File: src/design/rbfe_pkg.sv
`default_nettype none

package rbfe_pkg;

   localparam int COORD_W  = 16;
   localparam int CSR_IDX_W = 3;
   localparam int CSR_DATA_W = 64;
   localparam int PROD_W   = 32;
   localparam int SUM_W    = 35;
   localparam int DIST_W   = 22;
   localparam int SQ_W     = 2 * DIST_W;
   localparam int DIV_W    = 46;
   localparam int QUO_W    = 32;
   localparam int THICK_W  = 32;
   localparam int FRAC_SH  = 12;
   localparam logic [DIV_W-1:0] MIN_DIVISOR = DIV_W'(1);

   localparam int QDEPTH   = 4;
   localparam int QPTR_W   = $clog2(QDEPTH);
   localparam int QCNT_W   = $clog2(QDEPTH + 1);

   typedef enum logic [CSR_IDX_W-1:0] {
      REG_X_ROW        = 3'd0,
      REG_Y_ROW        = 3'd1,
      REG_Z_ROW        = 3'd2,
      REG_HALF_WIDTH   = 3'd3,
      REG_HALF_HEIGHT  = 3'd4,
      REG_HALF_LENGTH  = 3'd5,
      REG_THICKNESS_SQ = 3'd6
   } rbfe_reg_type;

   // Each row packs three Q4.12 coefficients and a Q8.8 offset, low bits first.
   typedef struct packed {
      logic [2:0][63:0]          row;
      logic [2:0][COORD_W-1:0]   half;
      logic [THICK_W-1:0]        thick;
   } rbfe_cfg_type;

   localparam logic [63:0] X_ROW_RESET = 64'd4096;
   localparam logic [63:0] Y_ROW_RESET = 64'd268435456;
   localparam logic [63:0] Z_ROW_RESET = 64'd17592186044416;
   localparam logic [COORD_W-1:0] HALF_RESET = 16'd256;
   localparam logic [THICK_W-1:0] THICK_RESET = 32'd65536;

endpackage

`default_nettype wire

File: src/design/rbfe_queue.sv
`default_nettype none

module rbfe_queue import rbfe_pkg::*; (
   input  wire logic             clock,
   input  wire logic             reset,
   input  wire logic             push_valid,
   output logic                  push_ready,
   input  wire logic [DIV_W-1:0] push_div,
   output logic                  pop_valid,
   input  wire logic             pop_ready,
   output logic [DIV_W-1:0]      pop_div
);

   logic [DIV_W-1:0]  data_ff [QDEPTH];
   logic [QPTR_W-1:0] wr_ff;
   logic [QPTR_W-1:0] rd_ff;
   logic [QCNT_W-1:0] count_ff;
   logic              push;
   logic              pop;

   assign push_ready = count_ff != QCNT_W'(QDEPTH);
   assign pop_valid  = count_ff != '0;
   assign pop_div    = data_ff[rd_ff];
   assign push       = push_valid && push_ready;
   assign pop        = pop_valid && pop_ready;

   always_ff @(posedge clock) begin
      if (reset) begin
         wr_ff    <= '0;
         rd_ff    <= '0;
         count_ff <= '0;
      end else begin
         if (push) wr_ff <= wr_ff + 1'b1;
         if (pop)  rd_ff <= rd_ff + 1'b1;
         if (push && !pop) count_ff <= count_ff + 1'b1;
         else if (pop && !push) count_ff <= count_ff - 1'b1;
      end
      if (push) data_ff[wr_ff] <= push_div;
   end

   a_count_bound: assert property (@(posedge clock) disable iff (reset)
      count_ff <= QCNT_W'(QDEPTH))
      else $error("queue count past depth");

   a_ptr_gap: assert property (@(posedge clock) disable iff (reset)
      (count_ff == '0 || count_ff == QCNT_W'(QDEPTH)) |-> wr_ff == rd_ff)
      else $error("queue pointers disagree with count");

   a_count_step: assert property (@(posedge clock) disable iff (reset)
      (push && !pop) |=> count_ff == $past(count_ff) + 1'b1)
      else $error("queue count missed a push");

endmodule

`default_nettype wire

File: config.mk
export PLATFORM = sky130hd
export DESIGN_NAME = rbfe_queue
export DESIGN_NICKNAME = d
export VERILOG_FILES = /design/src/design/rbfe_pkg.sv /design/src/design/rbfe_queue.sv
export SDC_FILE = /design/constraint.sdc
export NUM_CORES = 1
export LEC_CHECK = 0
export BUFFER_PORTS_ARGS = -buffer_cell sky130_fd_sc_hd__buf_4
export CAP_MARGIN = 20
export CORE_ASPECT_RATIO = 1.25
export CORE_MARGIN = 2
export CORE_UTILIZATION = 35
export CTS_BUF_LIST = sky130_fd_sc_hd__clkbuf_4
export CTS_CLUSTER_DIAMETER = 30
export DETAILED_ROUTE_END_ITERATION = 8
export PLACE_DENSITY = 0.5
export SKIP_CTS_REPAIR_TIMING = 1
export SYNTH_ARGS = -nofsm -noshare
export SYNTH_HDL_FRONTEND = slang
export SYNTH_SLANG_ARGS = --single-unit
File: constraint.sdc
create_clock -name clock -period 2.9 [get_ports clock]
set_clock_uncertainty 0.05 [all_clocks]
set_input_delay 0.435 -clock clock [delete_from_list [all_inputs] [get_ports clock]]
set_output_delay 0.435 -clock clock [all_outputs]
set_load 0.01 [all_outputs]
==> flow_metrics.tcl, run 1 <==
set metrics [dict create \
    port_buffers 97 \
    rows 58 \
    start_kind "flop" \
    wirelength_mm 13.4 \
    drt_iter0_drc 253 \
    min_from "pop_ready" \
    intPower_mw 4.97 \
    yosys_register_bits 193 \
    die_width_um 132 \
    cts.sinks 193 \
    slew_headroom 0.680 \
    powerDensity_nw_per_um2 762 \
    wire_per_inst_um 18.3 \
    cts_tree "done" \
    fin_util 0.448 \
    power_frac_seq 0.515 \
    yosys_warnings 0 \
    cts_buffers 17 \
    synth-simple-area-share 0.0117 \
    boundaryPins 98 \
    vias 3400 \
    fin_setup_tns_ns 0 \
    cp_max_fo 21 \
    final_common_cell "edfxtp_1" \
    ys_seq_area_frac 0.796 \
    multiInputGateArea_sq_um 1330 \
    power.switching_mw 1.88 \
    fp.coreArea_sq_um 20100 \
    start_util 0.356 \
    gp_congestion 0.679 \
    hold_class "in -> reg" \
    clkLatencyLatePin_ns 0.55 \
    synth_nets 344 \
    setup.worst_path.class "reg -> out" \
    synth-xor-area-share 0.00489 \
    postRouteAntennaNets 0 \
    max_freq_mhz 379 \
    final_hold_viol_count 0 \
    synthMuxAreaShare 0.152 \
    r2r-start "count_ff[0]" \
    synth_fa_ha_area_frac 0.0115 \
    leakage_nw 3.03 \
    syn_to_final_growth_pct 25.7 \
    worst_pin_slew_ns 0.480 \
    swShare 0.275 \
    seq_area_sq_um 5710 \
    hold_path_end "rd_ff[0]" \
    min_period_ns 2.64 \
    avgViaCountPerCell 4.64 \
    drv_cap 0 \
    fp.dieArea_sq_um 21600 \
    antenna_found_initial 1 \
    drc 0 \
    cts_root_buf "clkbuf_4" \
    netlist_area_sq_um 7170 \
    rr_endpoint "count_ff[2]" \
    nNetsFinal 505 \
    synth_compound_area_frac 0.00524 \
    final_cell_mix "184 x edfxtp_1, 100 x buf_4, 47 x dlygate4sd3_1" \
    outcome "finished, final reports clean" \
    drive_above_1_share 0.394 \
    drtPass1Iterations 4 \
    clockBufferDepth 2 \
    grt_pass1_wl_mm 20.3 \
    cp.required_ns 2.41 \
    clk_pin_slew_ns 0.15 \
    setup.worst_path.end_class "primary output" \
    cts_htree_levels 4 \
    reg2reg_setup_slack_ns 0.61 \
    setup_violations 0 \
    synth_cell_types 25 \
    grt_max_degree 47 \
    fp.dieH_um 164 \
    syn_inst 288 \
    pwr-share-clk 0.202 \
    peakVddDrop_mv 0.407 \
    syn_area_per_cell_sq_um 24.9 \
    p_comb_frac 0.284 \
    post-route-period-util 0.909 \
    synth_top_family_by_area "multiplexers" \
    gr-usage-all-layers 0.128 \
    drv_slew 0 \
    grt_pass1_vias 3485 \
    worstHoldPathCells 4 \
    rsz0062_at_grt "no" \
    reg2regPathDepth 8 \
    nFillCells 1745 \
    hpwl_mm 7.94 \
    arrival_ns 2.15 \
    grt-ovfl-total 0 \
]
[worst max-delay path by stage]
| stage | start | end | slack (ns) | cells after the start |
|---|---|---|---|---|
| 3_3_place_gp | push_valid | count_ff[2] | 0.71 | 8 |
| 6_report | flop | pop_div[43] | 0.26 | 3 |
| 4_1_cts | flop | pop_div[15] | 0.04 | 3 |
| 5_1_grt | flop | pop_div[43] | 0.06 | 3 |
| 2_1_floorplan | count_ff[0] | data_ff[0][0] | 0.54 | 3 |
| 3_5_place_dp | count_ff[0] | count_ff[2] | 0.62 | 8 |
[worst max-delay path: stages (launching register included)]
cell and delay, ns:
dfxtp_4 0.54, buf_12 0.25, mux4_1 0.63, buf_4 0.17
[final cells by class]
cell class / instances / share of cell area
inverter: 3 / 0.00125
multi-input combinational: 81 / 0.148
clock buffer: 18 / 0.0150
clock inverter: 14 / 0.0156
tap: 270 / 0.0375
sequential: 193 / 0.634
antenna: 1 / 0.000278
timing repair buffer: 153 / 0.148
[cell families (layout without fill, tap and decap cells)]
group | count (synthesis) | in the layout
flops | 193 | 193
mux | 49 | 49
simple gates | 17 | 17
buf+inv | 14 | 188
fa+ha+maj | 6 | 6
compound gates | 5 | 5
xor+xnor | 4 | 4
other cells | 0 | 1
[registers in the layout (all words and copies together), names as in the netlist, named ones only]
signal    count
wr_ff         2
count_ff      3
data_ff     184
rd_ff         2
[cell usage after synthesis]
master | count | area [sq um]
inv_1 | 3 | 11.3
mux4_1 | 6 | 158
and2_1 | 4 | 25.0
clkbuf_1 | 1 | 3.75
nor2_1 | 8 | 30.0
a21oi_1 | 1 | 5.00
a21boi_2 | 1 | 11.3
nand2b_1 | 2 | 12.5
clkbuf_2 | 1 | 5.00
xor2_1 | 4 | 35.0
o21ai_0 | 1 | 5.00
dfxtp_1 | 9 | 180
o311ai_0 | 1 | 8.76
buf_6 | 1 | 11.3
o31ai_1 | 1 | 7.51
mux2_2 | 1 | 11.3
mux2i_1 | 2 | 20.0
ha_1 | 5 | 62.6
fa_1 | 1 | 20.0
or3_1 | 2 | 12.5
buf_12 | 4 | 80.1
buf_2 | 4 | 20.0
nand2_1 | 1 | 3.75
mux4_2 | 40 | 901
edfxtp_1 | 184 | 5530
[per-stage QoR]
| stage | setup WS, ns | total power [mW] | cells | hold slack [ns] | area (sq um) |
|---|---|---|---|---|---|
| 6_report | 0.264 | 6.86 | 733 | 0.254 | 9000 |
| 2_1_floorplan | 0.535 | 4.75 | 288 | 0.432 | 7170 |
| 3_5_place_dp | 0.617 | 5.55 | 653 | 0.469 | 8250 |
| 3_3_place_gp | 0.711 | 5.52 | 653 | 0.450 | 8250 |
| 5_1_grt | 0.0601 | 7.24 | 733 | 0.218 | 9000 |
| 4_1_cts | 0.0410 | 6.95 | 685 | -0.0496 | 8530 |
[power by group through the flow]
| stage | Clock (mW) | Combinational (mW) | Sequential [mW] |
|---|---|---|---|
| finish | 1.38 | 1.95 | 3.53 |
| global placement | 0 | 1.93 | 3.59 |
| detailed placement | 0 | 1.94 | 3.61 |
| global route | 1.55 | 2.12 | 3.57 |
| CTS | 1.45 | 1.95 | 3.54 |
| floorplan | 0 | 1.24 | 3.51 |
[per-layer routing]
layer / up-vias / GRT usage / wire, um
met1: 1782 / 0.155 / 5740
met2: 65 / 0.216 / 7100
met3: 11 / 0.0404 / 441
met5: - / 0 / 0
met4: 0 / 0.0464 / 139
li1: 1542 / - / -
Power figures use the tool's default switching activity.
==> run 2, diff against run 1 <==
==> constraint.sdc (replaced) <==
create_clock -name clock -period 3.05 [get_ports clock]
set_clock_uncertainty 0.05 [all_clocks]
set_input_delay 0.4575 -clock clock [delete_from_list [all_inputs] [get_ports clock]]
set_output_delay 0.4575 -clock clock [all_outputs]
set_load 0.01 [all_outputs]
==> run 2 against run 1 <==
  * Sequential share of layout area is 0.40 points higher
  * Hold slack got worse by 0.18 ns
  * Clock power shrank 14%
  * Largest cell class unchanged
  * Critical path depth unchanged
==> flow_metrics.tcl, run 2 (synthesis results as in run 1) <==
set metrics [dict create \
    cts_buffers 17 \
    post-route-period-util 0.893 \
    reg2regPathDepth 8 \
    wirelength_mm 13.0 \
    cts_tree "done" \
    min_period_ns 2.72 \
    worstHoldPathCells 1 \
    cts_root_buf "clkbuf_4" \
    drtPass1Iterations 4 \
    worst_pin_slew_ns 0.536 \
    top_layer "met4" \
    gr-usage-all-layers 0.124 \
    finalPower_mw 6.38 \
    hold_class "in -> reg" \
    drv_slew 0 \
    max_freq_mhz 367 \
    wire_per_inst_um 17.7 \
    fp.dieArea_sq_um 21600 \
    gp_congestion 0.705 \
    grt_max_degree 47 \
    cts.sinks 193 \
    nFillCells 1760 \
    cp.required_ns 2.54 \
    peakVddDrop_mv 0.321 \
    leakage_nw 3.00 \
    clkLatencyLatePin_ns 0.55 \
    rsz0062_at_grt "no" \
    vias 3375 \
    fin_setup_tns_ns 0 \
    powerDensity_nw_per_um2 713 \
    drt_iter0_drc 152 \
    setup.worst_path.class "reg -> out" \
    holdWs_ns 0.0734 \
    rows 58 \
    start_util 0.356 \
    largestRegisters "data_ff (184), count_ff (3)" \
    wl_met3_um 550 \
    fp.dieH_um 164 \
    setup.worst_path.end_class "primary output" \
    met1_length_mm 5.46 \
    drc 0 \
    drv_cap 0 \
    dp_slack_ns 0.769 \
    largest_reg_flops 184 \
    clk_pin_slew_ns 0.13 \
    start_kind "flop" \
    wl_met2_mm 6.79 \
    multiInputGateArea_sq_um 1330 \
    seq_area_sq_um 5710 \
    final_common_cell "edfxtp_1" \
    drive_above_1_share 0.399 \
    setup_ws_ns 0.326 \
    port_buffers 97 \
    cp_max_fo 17 \
    grt_pass1_vias 3427 \
    nNetsFinal 502 \
    postRouteAntennaNets 0 \
    final_cell_mix "184 x edfxtp_1, 100 x buf_4, 44 x dlygate4sd3_1" \
    setup_violations 0 \
    die_width_um 132 \
    boundaryPins 98 \
    avgViaCountPerCell 4.62 \
    hpwl_mm 7.84 \
    antenna_found_initial 2 \
    top_register "data_ff" \
    grt-ovfl-total 0 \
    syn_to_final_growth_pct 24.9 \
    grt_pass1_wl_mm 19.5 \
    cts_htree_levels 4 \
    fp.coreArea_sq_um 20100 \
    clockBufferDepth 2 \
    arrival_ns 2.22 \
    fin_util 0.445 \
    final_hold_viol_count 0 \
    slew_headroom 0.643 \
    outcome "finished, final reports clean" \
]
==> run 2: cell types whose count changed in the layout (fill, tap and decap cells not counted), sizes merged <==
cell,previous run,this run
clkinv,10,4
inv,4,9
clkinvlp,1,4
dlygate4sd3,47,44
bufinv,2,0
diode,1,2
==> run 2: cell type report <==
class	count	area share
Inverter	3	0.00126
Tap cell	270	0.0378
Timing Repair Buffer	150	0.147
Clock buffer	18	0.0151
Antenna cell	2	0.000559
Multi-Input combinational cell	81	0.149
Clock inverter	14	0.0115
Sequential cell	193	0.638
==> run 2: per-stage QoR <==
step / instance area [sq um] / instances
2_1_floorplan: 7170 / 288
3_3_place_gp: 8260 / 653
3_5_place_dp: 8260 / 653
4_1_cts: 8500 / 685
5_1_grt: 8950 / 731
6_report: 8950 / 731
==> run 2: layer usage <==
layer / vias to the layer above / GRT usage
met2: 62 / 0.214
met4: 0 / 0.0459
met1: 1770 / 0.144
li1: 1535 / -
met5: - / 0
met3: 8 / 0.0407
==> run 2: path summary, 6_finish.rpt <==
check / slack (ns) / endpoint / startpoint
hold / removal: 0.07 / data_ff[1][44] / push_div[44]
hold reg to reg: 0.49 / wr_ff[1] / wr_ff[1]
setup / recovery: 0.33 / pop_div[20] / flop
setup reg to reg: 0.71 / count_ff[2] / count_ff[0]
==> run 2: power breakdown <==
part	leakage, nW	switching (mW)	internal (mW)
Sequential	1.76	0.152	3.22
Combinational	1.12	0.806	1.02
Clock	0.119	0.846	0.340
==> run 2: worst max-delay path: stages (launching register included) <==
cell and delay, ns:
dfxtp_4 0.60, buf_4 0.35, mux4_2 0.55, buf_4 0.16
